[src/tcld_pkg.sv]
// Package with the shared types, constants and pattern tables of the command line decoder.
`timescale 1ns / 1ps
package tcld_pkg;

  localparam int unsigned LINE_LENGTH = 20;
  localparam int unsigned POS_W       = 5;
  localparam int unsigned PAT_COUNT   = 7;
  localparam int unsigned PAT_MAX_LEN = 14;

  localparam logic [2:0] PAT_CONNECTED = 3'd0;
  localparam logic [2:0] PAT_CONN_END  = 3'd1;
  localparam logic [2:0] PAT_MLDP      = 3'd2;
  localparam logic [2:0] PAT_CMD       = 3'd3;
  localparam logic [2:0] PAT_END       = 3'd4;
  localparam logic [2:0] PAT_ON        = 3'd5;
  localparam logic [2:0] PAT_OFF       = 3'd6;

  localparam logic [POS_W-1:0] ON_DIGIT_POS  = 5'd6;
  localparam logic [POS_W-1:0] OFF_DIGIT_POS = 5'd7;

  localparam logic [7:0] CHAR_LF    = 8'd10;
  localparam logic [7:0] CHAR_CR    = 8'd13;
  localparam logic [7:0] CHAR_ONE   = 8'h31;
  localparam logic [7:0] CHAR_TWO   = 8'h32;
  localparam logic [7:0] CHAR_THREE = 8'h33;
  localparam logic [7:0] FOLD_LOW   = 8'd91;
  localparam logic [7:0] FOLD_HIGH  = 8'd127;
  localparam logic [7:0] FOLD_DELTA = 8'd32;

  // Register indexes (byte address / 4).
  localparam logic [1:0] REG_CMD_MASK  = 2'd0;
  localparam logic [1:0] REG_LED_ONE   = 2'd1;
  localparam logic [1:0] REG_LED_TWO   = 2'd2;
  localparam logic [1:0] REG_LED_THREE = 2'd3;

  localparam logic [7:0] CMD_MASK_RST  = 8'd1;
  localparam logic [7:0] LED_ONE_RST   = 8'd2;
  localparam logic [7:0] LED_TWO_RST   = 8'd4;
  localparam logic [7:0] LED_THREE_RST = 8'd8;

  localparam int unsigned APB_ADDR_W = 4;
  localparam int unsigned APB_DATA_W = 32;

  typedef struct packed {
    logic [7:0] cmd_mask;
    logic [7:0] led_one_bits;
    logic [7:0] led_two_bits;
    logic [7:0] led_three_bits;
  } masks_t;

  typedef struct packed {
    logic [7:0] pin_state;
    logic       is_connected;
    logic       in_data_mode;
    logic       line_done;
  } result_t;

  function automatic logic [4:0] pat_len(input logic [2:0] k);
    logic [4:0] len;
    case (k)
      PAT_CONNECTED: len = 5'd9;
      PAT_CONN_END:  len = 5'd14;
      PAT_MLDP:      len = 5'd4;
      PAT_CMD:       len = 5'd3;
      PAT_END:       len = 5'd3;
      PAT_ON:        len = 5'd6;
      PAT_OFF:       len = 5'd7;
      default:       len = 5'd0;
    endcase
    return len;
  endfunction

  // Character idx of pattern k; the text is left-justified in a 14-byte word.
  function automatic logic [7:0] pat_char(input logic [2:0] k, input logic [3:0] idx);
    logic [8*PAT_MAX_LEN-1:0] txt;
    case (k)
      PAT_CONNECTED: txt = {"CONNECTED", 40'h0};
      PAT_CONN_END:  txt = "CONNECTION END";
      PAT_MLDP:      txt = {"MLDP", 80'h0};
      PAT_CMD:       txt = {"CMD", 88'h0};
      PAT_END:       txt = {"END", 88'h0};
      PAT_ON:        txt = {"ON,LED", 64'h0};
      PAT_OFF:       txt = {"OFF,LED", 56'h0};
      default:       txt = '0;
    endcase
    return txt[8*(PAT_MAX_LEN-1-idx) +: 8];
  endfunction

  function automatic logic [7:0] led_mask_for(input masks_t m, input logic [7:0] digit);
    logic [7:0] mask;
    case (digit)
      CHAR_ONE:   mask = m.led_one_bits;
      CHAR_TWO:   mask = m.led_two_bits;
      CHAR_THREE: mask = m.led_three_bits;
      default:    mask = 8'd0;
    endcase
    return mask;
  endfunction

endpackage

[src/tcld_if.sv]
// Valid/ready channel interfaces for received bytes and decoder results.
`timescale 1ns / 1ps
interface tcld_rx_if;
  logic       valid;
  logic       ready;
  logic [7:0] rx_byte;

  modport source (output valid, output rx_byte, input ready);
  modport sink (input valid, input rx_byte, output ready);
endinterface

interface tcld_res_if;
  logic       valid;
  logic       ready;
  logic [7:0] pin_state;
  logic       is_connected;
  logic       in_data_mode;
  logic       line_done;

  modport source (output valid, output pin_state, output is_connected,
                  output in_data_mode, output line_done, input ready);
  modport sink (input valid, input pin_state, input is_connected,
                input in_data_mode, input line_done, output ready);
endinterface

[src/tcld_cfg.sv]
// APB register bank holding the command and LED pin masks.
`timescale 1ns / 1ps
module tcld_cfg (
  input  logic                                clk,
  input  logic                                rst,
  input  logic                                psel,
  input  logic                                penable,
  input  logic                                pwrite,
  input  logic [tcld_pkg::APB_ADDR_W-1:0]     paddr,
  input  logic [tcld_pkg::APB_DATA_W-1:0]     pwdata,
  output logic [tcld_pkg::APB_DATA_W-1:0]     prdata,
  output logic                                pready,
  output tcld_pkg::masks_t                    masks
);

  logic       wr_en;
  logic [1:0] reg_idx;
  logic [7:0] rd_byte;

  assign pready  = 1'b1;
  assign reg_idx = paddr[3:2];
  assign wr_en   = psel & penable & pwrite & pready;

  always_ff @(posedge clk) begin
    if (rst) begin
      masks.cmd_mask       <= tcld_pkg::CMD_MASK_RST;
      masks.led_one_bits   <= tcld_pkg::LED_ONE_RST;
      masks.led_two_bits   <= tcld_pkg::LED_TWO_RST;
      masks.led_three_bits <= tcld_pkg::LED_THREE_RST;
    end else if (wr_en) begin
      case (reg_idx)
        tcld_pkg::REG_CMD_MASK:  masks.cmd_mask       <= pwdata[7:0];
        tcld_pkg::REG_LED_ONE:   masks.led_one_bits   <= pwdata[7:0];
        tcld_pkg::REG_LED_TWO:   masks.led_two_bits   <= pwdata[7:0];
        tcld_pkg::REG_LED_THREE: masks.led_three_bits <= pwdata[7:0];
        default: ;
      endcase
    end
  end

  always_comb begin
    case (reg_idx)
      tcld_pkg::REG_CMD_MASK:  rd_byte = masks.cmd_mask;
      tcld_pkg::REG_LED_ONE:   rd_byte = masks.led_one_bits;
      tcld_pkg::REG_LED_TWO:   rd_byte = masks.led_two_bits;
      tcld_pkg::REG_LED_THREE: rd_byte = masks.led_three_bits;
      default:                 rd_byte = 8'd0;
    endcase
  end

  assign prdata = {{(tcld_pkg::APB_DATA_W-8){1'b0}}, rd_byte};

endmodule

[src/tcld_line.sv]
// Line state, running prefix matchers and command execution for one byte per cycle in which step is high.
`timescale 1ns / 1ps
module tcld_line #(
  parameter int unsigned LINE_LENGTH = tcld_pkg::LINE_LENGTH
) (
  input  logic              clk,
  input  logic              rst,
  input  logic              step,
  input  logic [7:0]        rx_byte,
  input  tcld_pkg::masks_t  masks,
  output tcld_pkg::result_t result
);

  localparam logic [tcld_pkg::POS_W-1:0] POS_LIMIT = tcld_pkg::POS_W'(LINE_LENGTH - 1);

  logic [tcld_pkg::POS_W-1:0]     line_position, line_position_next;
  logic [tcld_pkg::PAT_COUNT-1:0] matching, matching_next, match_base, match_keep;
  logic [7:0]                     on_digit, on_digit_next;
  logic [7:0]                     off_digit, off_digit_next;
  logic                           connected, connected_next;
  logic                           data_mode, data_mode_next;
  logic [7:0]                     pins, pins_next;
  logic [7:0]                     folded;
  logic                           pos_ok;
  logic                           line_end;

  assign pos_ok = line_position < POS_LIMIT;
  assign folded = (rx_byte >= tcld_pkg::FOLD_LOW && rx_byte <= tcld_pkg::FOLD_HIGH) ?
                  rx_byte - tcld_pkg::FOLD_DELTA : rx_byte;
  assign line_end = pos_ok && (folded == tcld_pkg::CHAR_LF || folded == tcld_pkg::CHAR_CR);
  assign match_base = (line_position == '0) ? '1 : matching;

  // Each pattern keeps its flag while the byte at this position agrees with it or lies past its end.
  always_comb begin
    for (int k = 0; k < tcld_pkg::PAT_COUNT; k++) begin
      match_keep[k] = match_base[k] &
                      ((line_position >= tcld_pkg::pat_len(3'(k))) ||
                       (folded == tcld_pkg::pat_char(3'(k), line_position[3:0])));
    end
  end

  always_comb begin
    matching_next      = matching;
    on_digit_next      = on_digit;
    off_digit_next     = off_digit;
    line_position_next = '0;
    if (pos_ok) begin
      matching_next = match_keep;
      if (line_position == tcld_pkg::ON_DIGIT_POS) on_digit_next = folded;
      if (line_position == tcld_pkg::OFF_DIGIT_POS) off_digit_next = folded;
      if (!line_end) line_position_next = line_position + 1'b1;
    end
  end

  // The first matching command whose condition holds wins.
  always_comb begin
    connected_next = connected;
    data_mode_next = data_mode;
    pins_next      = pins;
    if (line_end) begin
      if (match_keep[tcld_pkg::PAT_CONNECTED]) begin
        connected_next = 1'b1;
        data_mode_next = 1'b1;
        pins_next      = pins | masks.cmd_mask;
      end else if (match_keep[tcld_pkg::PAT_CONN_END]) begin
        connected_next = 1'b0;
        data_mode_next = 1'b0;
        pins_next      = pins & ~masks.cmd_mask;
      end else if (match_keep[tcld_pkg::PAT_MLDP] && connected && !data_mode) begin
        data_mode_next = 1'b1;
        pins_next      = pins | masks.cmd_mask;
      end else if ((match_keep[tcld_pkg::PAT_CMD] || match_keep[tcld_pkg::PAT_END]) &&
                   connected && data_mode) begin
        data_mode_next = 1'b0;
        pins_next      = pins & ~masks.cmd_mask;
      end else if (match_keep[tcld_pkg::PAT_ON] && connected && data_mode) begin
        pins_next = pins | tcld_pkg::led_mask_for(masks, on_digit_next);
      end else if (match_keep[tcld_pkg::PAT_OFF]) begin
        pins_next = pins & ~tcld_pkg::led_mask_for(masks, off_digit_next);
      end
    end
  end

  always_ff @(posedge clk) begin
    if (rst) begin
      line_position <= '0;
      matching      <= '1;
      on_digit      <= '0;
      off_digit     <= '0;
      connected     <= 1'b0;
      data_mode     <= 1'b0;
      pins          <= '0;
    end else if (step) begin
      line_position <= line_position_next;
      matching      <= matching_next;
      on_digit      <= on_digit_next;
      off_digit     <= off_digit_next;
      connected     <= connected_next;
      data_mode     <= data_mode_next;
      pins          <= pins_next;
    end
  end

  assign result.pin_state    = pins_next;
  assign result.is_connected = connected_next;
  assign result.in_data_mode = data_mode_next;
  assign result.line_done    = line_end;

endmodule

[src/text_command_line_decoder_core.sv]
// Top level of the text command line decoder: input register, line logic, result register.
`timescale 1ns / 1ps
// How to use this block:
// Received characters enter on rx_ch, one byte per transfer. Every byte gives
// exactly one transfer on res_ch carrying the pin byte, the connected and data
// mode flags after that byte, and line_done, which is set when the byte was a
// CR or LF that closed a line and the command search ran.
// A byte is captured into an input register; when it moves on, the prefix
// matchers and command logic update the line state and load the result
// register, and res_ch.valid rises. Throughput is one byte per cycle while
// the receiver keeps ready high, limited by the state update in the line
// logic. The input side keeps accepting while a result waits, as long as
// the input register is empty, or the result register is empty or being
// taken in that cycle; when the receiver holds ready low, the input
// register and then rx_ch.ready stall, and no result is lost or repeated.
// The pin masks are written through the APB port, at byte address 4*i; the
// user must write them only while no byte is in flight, which the block
// does not enforce. Synchronous reset empties both registers, clears the
// line, the flags and the pins, and restores the default masks (command pin
// bit 0, LEDs on bits 1 to 3). No clearing pass follows reset.
module text_command_line_decoder_core #(
  parameter int unsigned LINE_LENGTH = tcld_pkg::LINE_LENGTH
) (
  input  logic                            clk,
  input  logic                            rst,
  tcld_rx_if.sink                         rx_ch,
  tcld_res_if.source                      res_ch,
  input  logic                            psel,
  input  logic                            penable,
  input  logic                            pwrite,
  input  logic [tcld_pkg::APB_ADDR_W-1:0] paddr,
  input  logic [tcld_pkg::APB_DATA_W-1:0] pwdata,
  output logic [tcld_pkg::APB_DATA_W-1:0] prdata,
  output logic                            pready
);

  tcld_pkg::masks_t  masks;
  tcld_pkg::result_t line_result;
  tcld_pkg::result_t res_data;

  logic       s1_valid;
  logic [7:0] s1_byte;
  logic       s1_adv;
  logic       res_valid;

  tcld_cfg u_cfg (
    .clk     (clk),
    .rst     (rst),
    .psel    (psel),
    .penable (penable),
    .pwrite  (pwrite),
    .paddr   (paddr),
    .pwdata  (pwdata),
    .prdata  (prdata),
    .pready  (pready),
    .masks   (masks)
  );

  // The stored byte moves on when the result register is free or being drained.
  assign s1_adv      = s1_valid && (!res_valid || res_ch.ready);
  assign rx_ch.ready = !s1_valid || s1_adv;

  always_ff @(posedge clk) begin
    if (rst) begin
      s1_valid <= 1'b0;
    end else if (rx_ch.ready) begin
      s1_valid <= rx_ch.valid;
    end
  end

  always_ff @(posedge clk) begin
    if (rx_ch.valid && rx_ch.ready) begin
      s1_byte <= rx_ch.rx_byte;
    end
  end

  tcld_line #(
    .LINE_LENGTH (LINE_LENGTH)
  ) u_line (
    .clk     (clk),
    .rst     (rst),
    .step    (s1_adv),
    .rx_byte (s1_byte),
    .masks   (masks),
    .result  (line_result)
  );

  always_ff @(posedge clk) begin
    if (rst) begin
      res_valid <= 1'b0;
    end else if (s1_adv) begin
      res_valid <= 1'b1;
    end else if (res_ch.ready) begin
      res_valid <= 1'b0;
    end
  end

  always_ff @(posedge clk) begin
    if (s1_adv) begin
      res_data <= line_result;
    end
  end

  assign res_ch.valid        = res_valid;
  assign res_ch.pin_state    = res_data.pin_state;
  assign res_ch.is_connected = res_data.is_connected;
  assign res_ch.in_data_mode = res_data.in_data_mode;
  assign res_ch.line_done    = res_data.line_done;

  // An empty result register never blocks the input side.
  a_ready_when_empty: assert property (@(posedge clk) disable iff (rst)
    !res_valid |-> rx_ch.ready)
    else $error("input stalled while the result register was empty");

  // Every byte that leaves the input register shows up as a result.
  a_step_gives_result: assert property (@(posedge clk) disable iff (rst)
    s1_adv |=> res_valid)
    else $error("processed byte produced no result");

  // Data mode is only ever entered while connected, and leaving the link ends it.
  a_data_mode_needs_link: assert property (@(posedge clk) disable iff (rst)
    res_valid && res_data.in_data_mode |-> res_data.is_connected)
    else $error("data mode reported without a connection");

endmodule

[src/flat_wrapper.sv]
// flat-port wrapper written by rule: the top's interface ports become plain ports
module text_command_line_decoder_core_flat 
#(
  parameter int unsigned LINE_LENGTH = tcld_pkg::LINE_LENGTH
)
  (clk, rst, psel, penable, pwrite, paddr, pwdata, prdata, pready, rx_ch_valid, rx_ch_rx_byte, rx_ch_ready, res_ch_valid, res_ch_pin_state, res_ch_is_connected, res_ch_in_data_mode, res_ch_line_done, res_ch_ready);
  tcld_rx_if rx_ch_i ();
  tcld_res_if res_ch_i ();
  input  logic clk;
  input  logic rst;
  input  logic psel;
  input  logic penable;
  input  logic pwrite;
  input  logic [tcld_pkg::APB_ADDR_W-1:0] paddr;
  input  logic [tcld_pkg::APB_DATA_W-1:0] pwdata;
  output logic [tcld_pkg::APB_DATA_W-1:0] prdata;
  output logic pready;
  input wire logic [$bits(rx_ch_i.valid)-1:0] rx_ch_valid;
  input wire logic [$bits(rx_ch_i.rx_byte)-1:0] rx_ch_rx_byte;
  output wire logic [$bits(rx_ch_i.ready)-1:0] rx_ch_ready;
  output wire logic [$bits(res_ch_i.valid)-1:0] res_ch_valid;
  output wire logic [$bits(res_ch_i.pin_state)-1:0] res_ch_pin_state;
  output wire logic [$bits(res_ch_i.is_connected)-1:0] res_ch_is_connected;
  output wire logic [$bits(res_ch_i.in_data_mode)-1:0] res_ch_in_data_mode;
  output wire logic [$bits(res_ch_i.line_done)-1:0] res_ch_line_done;
  input wire logic [$bits(res_ch_i.ready)-1:0] res_ch_ready;
  assign rx_ch_i.valid = rx_ch_valid;
  assign rx_ch_i.rx_byte = rx_ch_rx_byte;
  assign rx_ch_ready = rx_ch_i.ready;
  assign res_ch_valid = res_ch_i.valid;
  assign res_ch_pin_state = res_ch_i.pin_state;
  assign res_ch_is_connected = res_ch_i.is_connected;
  assign res_ch_in_data_mode = res_ch_i.in_data_mode;
  assign res_ch_line_done = res_ch_i.line_done;
  assign res_ch_i.ready = res_ch_ready;
  text_command_line_decoder_core #(.LINE_LENGTH(LINE_LENGTH)) u_core (.clk(clk), .rst(rst), .rx_ch(rx_ch_i), .res_ch(res_ch_i), .psel(psel), .penable(penable), .pwrite(pwrite), .paddr(paddr), .pwdata(pwdata), .prdata(prdata), .pready(pready));
endmodule
[config.mk]
export PLATFORM = sky130hd
export DESIGN_NAME = text_command_line_decoder_core_flat
export DESIGN_NICKNAME = d
export VERILOG_FILES = /design/src/tcld_pkg.sv /design/src/tcld_if.sv /design/src/tcld_cfg.sv /design/src/tcld_line.sv /design/src/text_command_line_decoder_core.sv /design/src/flat_wrapper.sv
export SDC_FILE = /design/constraint.sdc
export NUM_CORES = 1
export LEC_CHECK = 0
export BUFFER_PORTS_ARGS = -buffer_cell sky130_fd_sc_hd__buf_2
export CAP_MARGIN = 40
export CORE_AREA = 2 2 109 138
export CTS_CLUSTER_DIAMETER = 100
export CTS_CLUSTER_SIZE = 12
export DETAILED_ROUTE_END_ITERATION = 10
export DIE_AREA = 0 0 111 140
export GPL_TIMING_DRIVEN = 0
export PLACE_DENSITY = 0.64
export SLEW_MARGIN = 20
export SYNTH_ARGS = -nofsm -noshare
export SYNTH_HDL_FRONTEND = slang
export SYNTH_SLANG_ARGS = --single-unit
[constraint.sdc]
create_clock -name clk -period 4.1 [get_ports clk]
set_input_delay 0 -clock clk [delete_from_list [all_inputs] [get_ports clk]]
set_output_delay 0 -clock clk [all_outputs]
set_load 0.1 [all_outputs]
---- Word-level counts from Yosys, hierarchy flattened ----
Cells that the tools add are included.
storage, ports and cells
  flip-flop bits (word level) ............. 91
  latch bits .............................. 0
  memory bits (writable) .................. 0
  ROM bits ................................ 0
  output and inout port bits .............. 46
  logic and storage cells ................. 145
  memories ................................ 0
cells by class
  add/sub/neg operators ................... 3
  multipliers ............................. 0
  divide/modulo/power cells ............... 0
  $lt $le $gt $ge ......................... 9
  eq/ne operators ......................... 20
  shift operators ......................... 7
  mux-type cells .......................... 41
  bitwise logic cells ..................... 15
  reduce and logical (&&, ||, !) cells .... 32
operators by type and width
  cell                                                                                 number
  112-bit by 33-bit indexed part select with 8-bit output, first input constant        7
  8-bit 2-to-1 mux                                                                     25
  8-bit equality test                                                                  7
  8-bit by 6-bit equality test with 1-bit output, second input constant                6
  8-bit one-hot mux with 3 select lines                                                2
  8-bit one-hot mux with 4 select lines                                                1
  8-bit AND                                                                            2
  8-bit by 4-bit equality test with 1-bit output, second input constant                2
  8-bit NOT                                                                            2
  8-bit OR                                                                             2
  5-bit by 3-bit greater-or-equal comparator with 1-bit output, second input constant  3
  1-bit logical OR                                                                     11
  5-bit by 3-bit equality test with 1-bit output, second input constant                2
  5-bit by 4-bit greater-or-equal comparator with 1-bit output, second input constant  2
  1-bit logical AND                                                                    10
  1-bit 2-to-1 mux                                                                     10
  5-bit 2-to-1 mux                                                                     2
  2-bit AND reduction                                                                  5
  1-bit AND                                                                            9
  8-bit by 7-bit greater-or-equal comparator with 1-bit output, second input constant  1
  8-bit by 7-bit less-or-equal comparator with 1-bit output, second input constant     1
  8-bit by 6-bit subtractor with 8-bit output, second input constant                   1
  7-bit 2-to-1 mux                                                                     1
  5-bit by 1-bit adder with 5-bit output, second input constant                        1
  other kinds (9)                                                                      12

---- Logic depth before layout (Yosys ltp) ----
Gate-level depths: netlist of run 1.
  word-level depth ........................ 23
  depth in mapped cells ................... 16
  mapped depth without buffers ............ 11

---- Hierarchy ----
Synthesis of run 1 repeated with hierarchy kept, for this count alone.
second synthesis, totals
  cell total of the unflattened synthesis .. 793
  area, all modules ....................... 6546.3 µm²
modules (own cells, without submodules)
  module                          times used  cells an instance  area each (µm²)
  tcld_line                       1           596                4151.5
  tcld_cfg                        1           168                1720.4
  text_command_line_decoder_core  1           29                 674.4

---- Worst setup path after synthesis of run 1 ----
Ideal clock, no wire load.
  kind .................................... reg-to-reg
  from .................................... register u_core.u_line.line_position[2] (netlist name)
  to ...................................... register u_core.res_data (netlist bit u_core.res_ch.pin_state[0]), data pin
  setup time .............................. 278 ps
  arrival time ............................ 3224 ps
  setup slack ............................. 597 ps
  stages on the path, launching flop included .. 16
  buffers on the path ..................... 4
  clock period less this slack ............ 3503 ps
  path through ............................ dfxtp_1 -> buf_2 -> clkbuf_1 -> inv_1 -> ha_1 -> buf_2 -> clkbuf_1 -> a21bo_2 -> a211oi_1 -> xnor2_1 -> o211a_1 -> nand4_1 -> a21o_1 -> or2_2 -> a21oi_1 -> a221oi_1
RTL lines
  element                 line                                   source
  from (decl)             tcld_line.sv:16                        logic [tcld_pkg::POS_W-1:0] line_position, line_position_next;
  from (signal assigned)  tcld_line.sv:94                        line_position <= line_position_next;
  to (signal assigned)    text_command_line_decoder_core.sv:100  res_data <= line_result;
  to (decl)               text_command_line_decoder_core.sv:39   tcld_pkg::result_t res_data;

==> impl_metrics.ini, run 1 <==
[outcome]
status = finished, final reports clean

[clock_tree]
cts_root_buf = clkbuf_16
clkSinkCount = 91
insertion_delay_ns = 0.34
post-cts-setup-buffers = 0
cts_tree = yes
clock_path_buffers = 2
clk_pin_slew_worst_paths_ns = 0.06
cts_buffers = 9
h-tree-depth = 3

[global_routing]
grt_pass1_vias = 6044
grt_first_pass_wirelength_um = 31000
antenna_found_initial = 0
overflow = 0
grt_max_degree = 15
grt_use_total = 0.247

[place]
dp_hpwl_um = 14700
dp.cells = 993
place_congestion = 0.906
post-place-ws_ns = -0.415
port_buffers = 44

[timing]
setup-violations-final = 0
clock_skew_ns = 0.00717
fmax_mhz = 258
timing.final.ws_setup_ns = 0.220
maxSlewViolCount = 0
min_period_ns = 3.88
whs_ns = 0.144
post-route-period-util = 0.946
finalHoldViolCount = 0
tightest_slew_ns = 0.840
rsz0062_at_grt = no
relSlewSlack = 0.438

[critical_path]
crit_type = reg2reg
required_ns = 4.23
setup.worst_path.start_class = flop
cp_slowest_cell = a221oi_1
crit_chain = clkbuf_4, clkbuf_4, inv_1, ha_1, clkbuf_4, nor2_1, nand3_1, a221oi_1, o31ai_1, nor4_2, buf_2, a221o_1, o21ai_0, a221oi_1
cp.arrival_ns = 4.01
cp_max_fo = 10
crit_buf_inv = 5
cp_common_cell = clkbuf_4
end_kind = flop
crit_family = compound AO/OA/AOI/OAI gates
slowest_delay_ns = 0.50

[synth]
synth_common_cells = 91 x nor2_1, 72 x dfxtp_1, 65 x nand2_1
syn_inst = 741
ys_seq_elements = 91
seq_area_frac_synth = 0.319
yosysUniqueCellTypes = 93
yosys.area.top_type_share = 0.228
synth.cell_area_sq_um = 6310
yosysWarningCount = 0
synth.most_common_cell = nor2_1
async_flop_share = 0
synthFlopType = dfxtp_1
synth_edf_count = 19
synth.top_cells.by_area = dfxtp_1 23%, edfxtp_1 9.0%, mux2i_1 8.3%, nor2_1 5.4%, nand2_1 3.9%
syn_area_per_cell_sq_um = 8.51
synth_top_area_cell = dfxtp_1

[floorplan]
core_area_sq_um = 14200
die-area_sq_um = 15500
row_count = 49
die_width_um = 111
initial_utilization = 0.445
pin_count = 97
die_y_um = 140

[drt]
viasPerCell = 5.89
drt_first_iter_violations = 475
wl_per_cell_um = 18.9
dr.pass1.iters = 5
routed_wl_um = 19500
postRouteAntennaNets = 0
vias = 6060
post-route-drc-count = 0

[power_and_ir_drop]
p_per_area_nw_per_um2 = 306
ir_drop_mv = 0.265
p_leak_nw = 2.97
power_mw = 2.28

[min_path]
hp-class = in2reg

[layout]
stdcell_count = 1028
area_delta_synth_final_pct = 18.0
nets = 906
antenna_cells = 0
drive_above_1_share = 0.196

[flow_run]
cap_viol_max_count = 0
==> routing by layer <==
layer | part of all wire | routed length, um | global-route usage | vias to the layer above
li1 | - | - | - | 2884
met5 | 0 | 0 | 0 | -
met2 | 0.52 | 10000 | 0.455 | 218
met3 | 0.054 | 1050 | 0.0372 | 48
met4 | 0.031 | 604 | 0.104 | 0
met1 | 0.40 | 7780 | 0.284 | 2910
==> flip-flops by register name, indices dropped and copies added, names as in the netlist <==
name and count:
u_core.u_line.data_mode 1, u_core.res_ch.pin_state 8, u_core.u_line.on_digit 8, u_core.u_line.connected 1
u_core.u_line.pins 8, u_core.s1_byte 8, u_core.res_ch.line_done 1, u_core.u_line.line_position 5
u_core.u_line.off_digit 8, u_core.u_line.matching 7, u_core.res_ch.in_data_mode 1, u_core.s1_valid 1
u_core.u_cfg.masks 32, u_core.res_ch.is_connected 1, u_core.res_ch.valid 1
==> tightest hold or removal path: stages <==
cell and delay, ns:
buf_2 0.11, nand3_1 0.10, nor3_2 0.06, mux2i_1 0.11, nor2_1 0.08
==> cell type report <==
type | count | area, sq um
fill | 1327 | 6720
multi-input combinational | 584 | 3960
sequential | 91 | 2010
timing repair buffer | 70 | 454
buffer | 71 | 423
clock buffer | 15 | 299
tap | 178 | 223
inverter | 18 | 67.6
clock inverter | 1 | 5.00
==> per-stage QoR <==
step            util  area (sq um)  TNS (ns)
4_1_cts        0.521          7380         0
3_5_place_dp   0.486          6890     -4.69
2_1_floorplan      -          6390         0
3_3_place_gp   0.483          6840     -6.63
5_1_grt        0.525          7440         0
6_report       0.525          7440         0
==> path summary, 6_finish.rpt <==
| path | startpoint | to | slack, ns | depth (start not counted) |
|---|---|---|---|---|
| worst max-delay path | u_core.u_line.line_position[2] | u_core.res_ch.pin_state[1] | 0.22 | 14 |
| worst min-delay path | penable | u_core.u_cfg.masks[31] | 0.14 | 5 |
| worst max register to register | u_core.u_line.line_position[2] | u_core.res_ch.pin_state[1] | 0.22 | 14 |
| worst min register to register | u_core.u_line.off_digit[2] | u_core.u_line.off_digit[2] | 0.46 | 2 |
==> power by group <==
part / internal, mW / total (mW) / switching [mW]
Clock: 0.498 / 0.836 / 0.339
Sequential: 0.939 / 0.959 / 0.0195
Combinational: 0.134 / 0.481 / 0.347
==> cell usage in the layout (no fill, tap or decap), types with 6 or more instances in the layout <==
master,instances
conb_1,25
clkbuf_1,23
nor2b_1,15
and3_1,7
a22oi_1,10
edfxtp_1,19
a221oi_1,6
nand3_1,17
xnor2_1,9
inv_1,17
nor3_1,10
or2_2,10
buf_2,62
o211ai_1,11
a21oi_1,39
o22ai_1,8
a211oi_1,14
ha_1,10
o21ai_0,35
nand4_1,6
nor3b_1,9
nor2_1,91
buf_4,28
a221o_1,8
clkbuf_16,10
nand2b_1,8
mux2i_1,52
nand2_1,64
dlygate4sd3_1,18
dfxtp_1,71
mux4_2,8
==> repair_timing <==
action	CTS	global route
endpoints found under the setup margin	18	18
endpoints found under the hold margin	42	0
gates resized for setup	7	15
hold buffers	18	0
==> cells by family after synthesis <==
logic type / after synthesis / synth area share
AO/OA/AOI/OAI: 193 / 0.219
flip-flops: 91 / 0.319
adder cells (fa/ha/maj): 10 / 0.0198
XOR/XNOR: 15 / 0.0232
AND/OR/NAND/NOR: 279 / 0.225
multiplexers: 62 / 0.117
other: 2 / 0.00119
buffers and inverters: 89 / 0.0758
(Power assumes the default switching activity.)
==> run 2: changes to the inputs <==
- GPL_TIMING_DRIVEN: 0 -> not set
==> run 2 against run 1 <==
Worst hold slack better by 0.037 ns; final cell count down 4.5%; core utilization down 2.0 points; highest routed layer unchanged; wire length down 10%; die area unchanged; critical path type unchanged; largest power group unchanged; largest cell class unchanged.
==> impl_metrics.ini, run 2 (same netlist as run 1, synthesis figures left out) <==
[power_and_ir_drop]
p_per_area_nw_per_um2 = 314
ir_drop_mv = 0.319
p_leak_nw = 2.79
switching_share = 0.311
internal-power_mw = 1.55
clkPwrFrac = 0.373
power.switching_mw = 0.700
p_seq_frac = 0.429
combPwrFrac = 0.197
power_mw = 2.25

[critical_path]
crit_buf_inv = 2
required_ns = 4.20
r2r_start = u_core.s1_byte[6]
cp_slowest_cell = o311ai_4
setup.worst_path.start_class = flop
crit_type = reg2reg
crit_chain = inv_1, ha_1, nand2b_1, o311ai_4, nor2_1, a21boi_0, buf_4, o41ai_2, a21oi_1, and2_0, o21ai_0, a221oi_1
cp_max_fo = 10
end_kind = flop
rr_worst_depth = 12
crit_family = compound AO/OA/AOI/OAI gates
r2r_end = u_core.res_ch.pin_state[6]
rrSetupSlack_ns = 0.36
cp.arrival_ns = 3.84
slowest_delay_ns = 0.60

[place]
dp_hpwl_um = 12600
placed_cell_area_sq_um = 6670
port_buffers = 45
post-place-ws_ns = 0.432
place_congestion = 0.913

[timing]
relSlewSlack = 0.424
finalSetupTns_ns = 0
fmax_mhz = 267
rsz0062_at_grt = no
finalHoldViolCount = 0
min_period_ns = 3.74
clock_skew_ns = 0.00960
setup-violations-final = 0
maxSlewViolCount = 0
post-route-period-util = 0.913
tightest_slew_ns = 0.858
timing.final.ws_setup_ns = 0.359

[layout]
top_register = u_core.u_cfg.masks
mostFrequentLayoutCells = 91 x nor2_1, 72 x dfxtp_1, 65 x nand2_1
largest_reg_flops = 32
final_common_cell = nor2_1
antenna_cells = 0
area_delta_synth_final_pct = 13.4
nets = 860
drive_above_1_share = 0.168
final_cell_area_sq_um = 7150

[global_routing]
antenna_found_initial = 0
grt_max_degree = 56
grt_first_pass_wirelength_um = 29000
grt_pass1_vias = 5685
grt_use_total = 0.226
overflow = 0

[clock_tree]
post-cts-setup-buffers = 0
clock_path_buffers = 2
h-tree-depth = 3
clk_pin_slew_worst_paths_ns = 0.07
cts_tree = yes
cts_buffers = 9
cts_resized = 0
cts_root_buf = clkbuf_16
insertion_delay_ns = 0.34
clkSinkCount = 91

[drt]
wl_per_cell_um = 17.8
postRouteAntennaNets = 0
vias = 5743
viasPerCell = 5.85
routed_wl_um = 17500
dr.pass1.iters = 5
drt_first_iter_violations = 430
post-route-drc-count = 0

[flow_run]
cap_viol_max_count = 0

[floorplan]
initial_utilization = 0.445
die_y_um = 140
pin_count = 97
core_area_sq_um = 14200
die_width_um = 111
die-area_sq_um = 15500
row_count = 49

[min_path]
hold-path-cell-count = 5
hold_path.startpoint = pwrite
worstHoldEndpoint = u_core.u_cfg.masks[10]
hp-class = in2reg

[outcome]
status = finished, final reports clean
## run 2: cell types whose count changed in the layout (fill, tap and decap cells not counted), sizes merged
cell and change:
clkbuf -29, buf -21, bufinv +1, clkinv +1, clkinvlp +1, inv +1
## run 2: power groups by stage
stage / registers, mW / logic (mW) / clock network, mW
5_1_grt: 0.969 / 0.473 / 0.892
3_5_place_dp: 0.985 / 0.426 / 0
2_1_floorplan: 1.02 / 0.327 / 0
6_report: 0.966 / 0.444 / 0.840
3_3_place_gp: 0.983 / 0.419 / 0
4_1_cts: 0.965 / 0.441 / 0.854
## run 2: routing by layer
layer  wire length (um)  GRT usage
met1               7560      0.284
met2               8720      0.394
met3                723     0.0294
met4                500     0.0862
met5                  0          0
## run 2: worst max-delay path by stage
stage / startpoint / to / slack [ns] / depth (start not counted)
4_1_cts: u_core.s1_byte[6] / u_core.res_ch.pin_state[6] / 0.41 / 12
6_report: u_core.s1_byte[6] / u_core.res_ch.pin_state[6] / 0.36 / 12
5_1_grt: u_core.u_line.line_position[1] / u_core.res_ch.pin_state[2] / 0.12 / 11
2_1_floorplan: u_core.u_line.line_position[2] / u_core.res_ch.pin_state[0] / 0.60 / 15
3_3_place_gp: u_core.s1_byte[6] / u_core.res_ch.pin_state[6] / 0.44 / 12
3_5_place_dp: u_core.s1_byte[6] / u_core.res_ch.pin_state[6] / 0.43 / 12
## run 2: repair_timing
item,4_1_cts,5_1_grt
endpoints found under the hold margin,42,0
endpoints found under the setup margin,0,0
hold buffers,18,0
## run 2: stage by stage
stage / instances / utilization / hold WS [ns]
2_1_floorplan: 764 / - / 0.0989
3_3_place_gp: 946 / 0.470 / 0.177
3_5_place_dp: 948 / 0.471 / 0.179
4_1_cts: 982 / 0.505 / 0.175
5_1_grt: 982 / 0.505 / 0.212
6_report: 982 / 0.505 / 0.181
## run 2: layout make-up
cell class	count	area [sq um]
timing repair buffer	95	643
multi-input combinational	584	3910
sequential	91	2010
clock inverter	5	60.1
fill	1329	7010
tap	178	223
inverter	18	67.6
clock buffer	11	243
## run 2: worst reg2reg max path, cell delays in order (launching register included)
cell and delay (ns):
edfxtp_1 0.55, inv_1 0.09, ha_1 0.35, nand2b_1 0.11, o311ai_4 0.60, nor2_1 0.10, a21boi_0 0.24, buf_4 0.17
o41ai_2 0.06, a21oi_1 0.17, and2_0 0.39, o21ai_0 0.21, a221oi_1 0.47
==> run 3: changes to the inputs <==
- CORE_AREA: 2 2 109 138 -> 2 2 99 125
- DIE_AREA: 0 0 111 140 -> 0 0 101 127
- PLACE_DENSITY: 0.64 -> 0.76
==> run 3 against run 2 <==
Critical path type unchanged; worst setup slack got worse by 0.058 ns; register-to-register slack lost 0.06 ns; combinational power about the same; largest cell class unchanged; largest power group unchanged; first-iteration DRC count shrank 3.3%; clock power increased by 6.0%.
==> impl_metrics.ini, run 3 (same netlist as run 1, synthesis figures left out) <==
[clock_tree]
h-tree-depth = 3
clkSinkCount = 91
insertion_delay_ns = 0.34
cts_buffers = 9
cts_resized = 0
clock_path_buffers = 2
post-cts-setup-buffers = 0
hold_buffers = 18
cts_root_buf = clkbuf_16
clk_pin_slew_worst_paths_ns = 0.06
cts_tree = yes

[global_routing]
grt_use_total = 0.282
grt_first_pass_wirelength_um = 29000
grt_pass1_vias = 5946
grt_max_degree = 55
overflow = 0
antenna_found_initial = 1

[floorplan]
die_width_um = 101
core_area_sq_um = 11600
initial_utilization = 0.546
row_count = 44
die_y_um = 127
pin_count = 97
die-area_sq_um = 12800

[min_path]
hp-class = in2reg
hold-path-cell-count = 5

[timing]
whs_ns = 0.164
finalHoldViolCount = 0
relSlewSlack = 0.463
tightest_slew_ns = 0.799
clock_skew_ns = 0.00691
fmax_mhz = 263
post-route-period-util = 0.927
rsz0062_at_grt = no
min_period_ns = 3.80
maxSlewViolCount = 0
setup-violations-final = 0
finalSetupTns_ns = 0

[drt]
wl_per_cell_um = 18.5
routed_wl_um = 17500
postRouteAntennaNets = 0
vias = 5921
viasPerCell = 6.25
dr.pass1.iters = 5
drt_first_iter_violations = 416
post-route-drc-count = 0

[layout]
fillers = 968
nets = 866
final_cell_area_sq_um = 7170
top_register = u_core.u_cfg.masks
largest_reg_flops = 32
mostFrequentLayoutCells = 91 x nor2_1, 72 x dfxtp_1, 65 x nand2_1
stdcell_count = 948
final_common_cell = nor2_1
drive_above_1_share = 0.173
area_delta_synth_final_pct = 13.6

[power_and_ir_drop]
ir_drop_mv = 0.290
p_leak_nw = 2.84
p_per_area_nw_per_um2 = 321

[critical_path]
cp.arrival_ns = 3.90
rr_worst_depth = 12
setup.worst_path.start_class = flop
crit_chain = inv_1, ha_1, nand2b_1, o311ai_4, nor2_1, a21boi_0, buf_4, o41ai_2, a21oi_1, and2_0, o21ai_0, a221oi_1
cp_slowest_cell = o311ai_4
slowest_delay_ns = 0.61
end_kind = flop
required_ns = 4.20
cp_max_fo = 10
crit_type = reg2reg

[place]
placed_cell_area_sq_um = 6670
dp_hpwl_um = 12700
dp.cells = 914
place_congestion = 0.965
port_buffers = 45

[flow_run]
cap_viol_max_count = 0

[outcome]
status = finished, final reports clean
run 3: changes by cell type in the layout (fill, tap and decap cells not counted), sizes merged:
| cell | before | now |
|---|---|---|
| buf | 77 | 83 |
| bufinv | 1 | 2 |
| clkinv | 3 | 2 |
| clkinvlp | 1 | 0 |
| diode | 0 | 1 |
run 3: where the power goes:
part	total, mW	internal, mW	leakage (nW)	switching (mW)
logic	0.445	0.119	1.92	0.326
clock network	0.890	0.549	0.156	0.341
registers	0.966	0.940	0.762	0.0268
run 3: per-layer routing:
layer	vias to the layer above	global-route usage	part of all wire
met2	263	0.480	0.51
met5	-	0	0
met4	0	0.156	0.038
met1	2801	0.337	0.40
met3	52	0.0427	0.054
li1	2805	-	-
run 3: stage by stage:
step	total power, mW	worst slack (ns)	utilization
4_1_cts	2.30	0.386	0.620
3_5_place_dp	1.41	0.413	0.577
3_3_place_gp	1.40	0.478	0.575
5_1_grt	2.37	0.0873	0.620
2_1_floorplan	1.34	0.597	-
6_report	2.30	0.300	0.620
run 3: final timing paths:
check	start	end	slack (ns)
hold / removal	penable	u_core.u_cfg.masks[15]	0.16
hold reg to reg	u_core.u_line.off_digit[4]	u_core.u_line.off_digit[4]	0.46
setup reg to reg	u_core.s1_byte[6]	u_core.res_ch.pin_state[6]	0.30
setup / recovery	u_core.s1_byte[6]	u_core.res_ch.pin_state[6]	0.30
run 3: cell type report:
cell class              instances  area (sq um)  share of cell area
flip-flops and latches         91          2010               0.281
multi-input cells             584          3910               0.545
diodes                          1          2.50            0.000349
inverters                      18          67.6             0.00943
well taps                     138           173              0.0241
clock inverters                 4          73.8              0.0103
repair buffers                101           691              0.0964
clock buffers                  11           243              0.0339
run 3: worst max-delay path: cells and delay by family (launching register included):
family	cells	cell delay, ns
adder cells (fa/ha/maj)	1	0.37
buffers and inverters	2	0.25
flip-flops	1	0.56
AO/OA/AOI/OAI	6	1.79
AND/OR/NAND/NOR	3	0.61
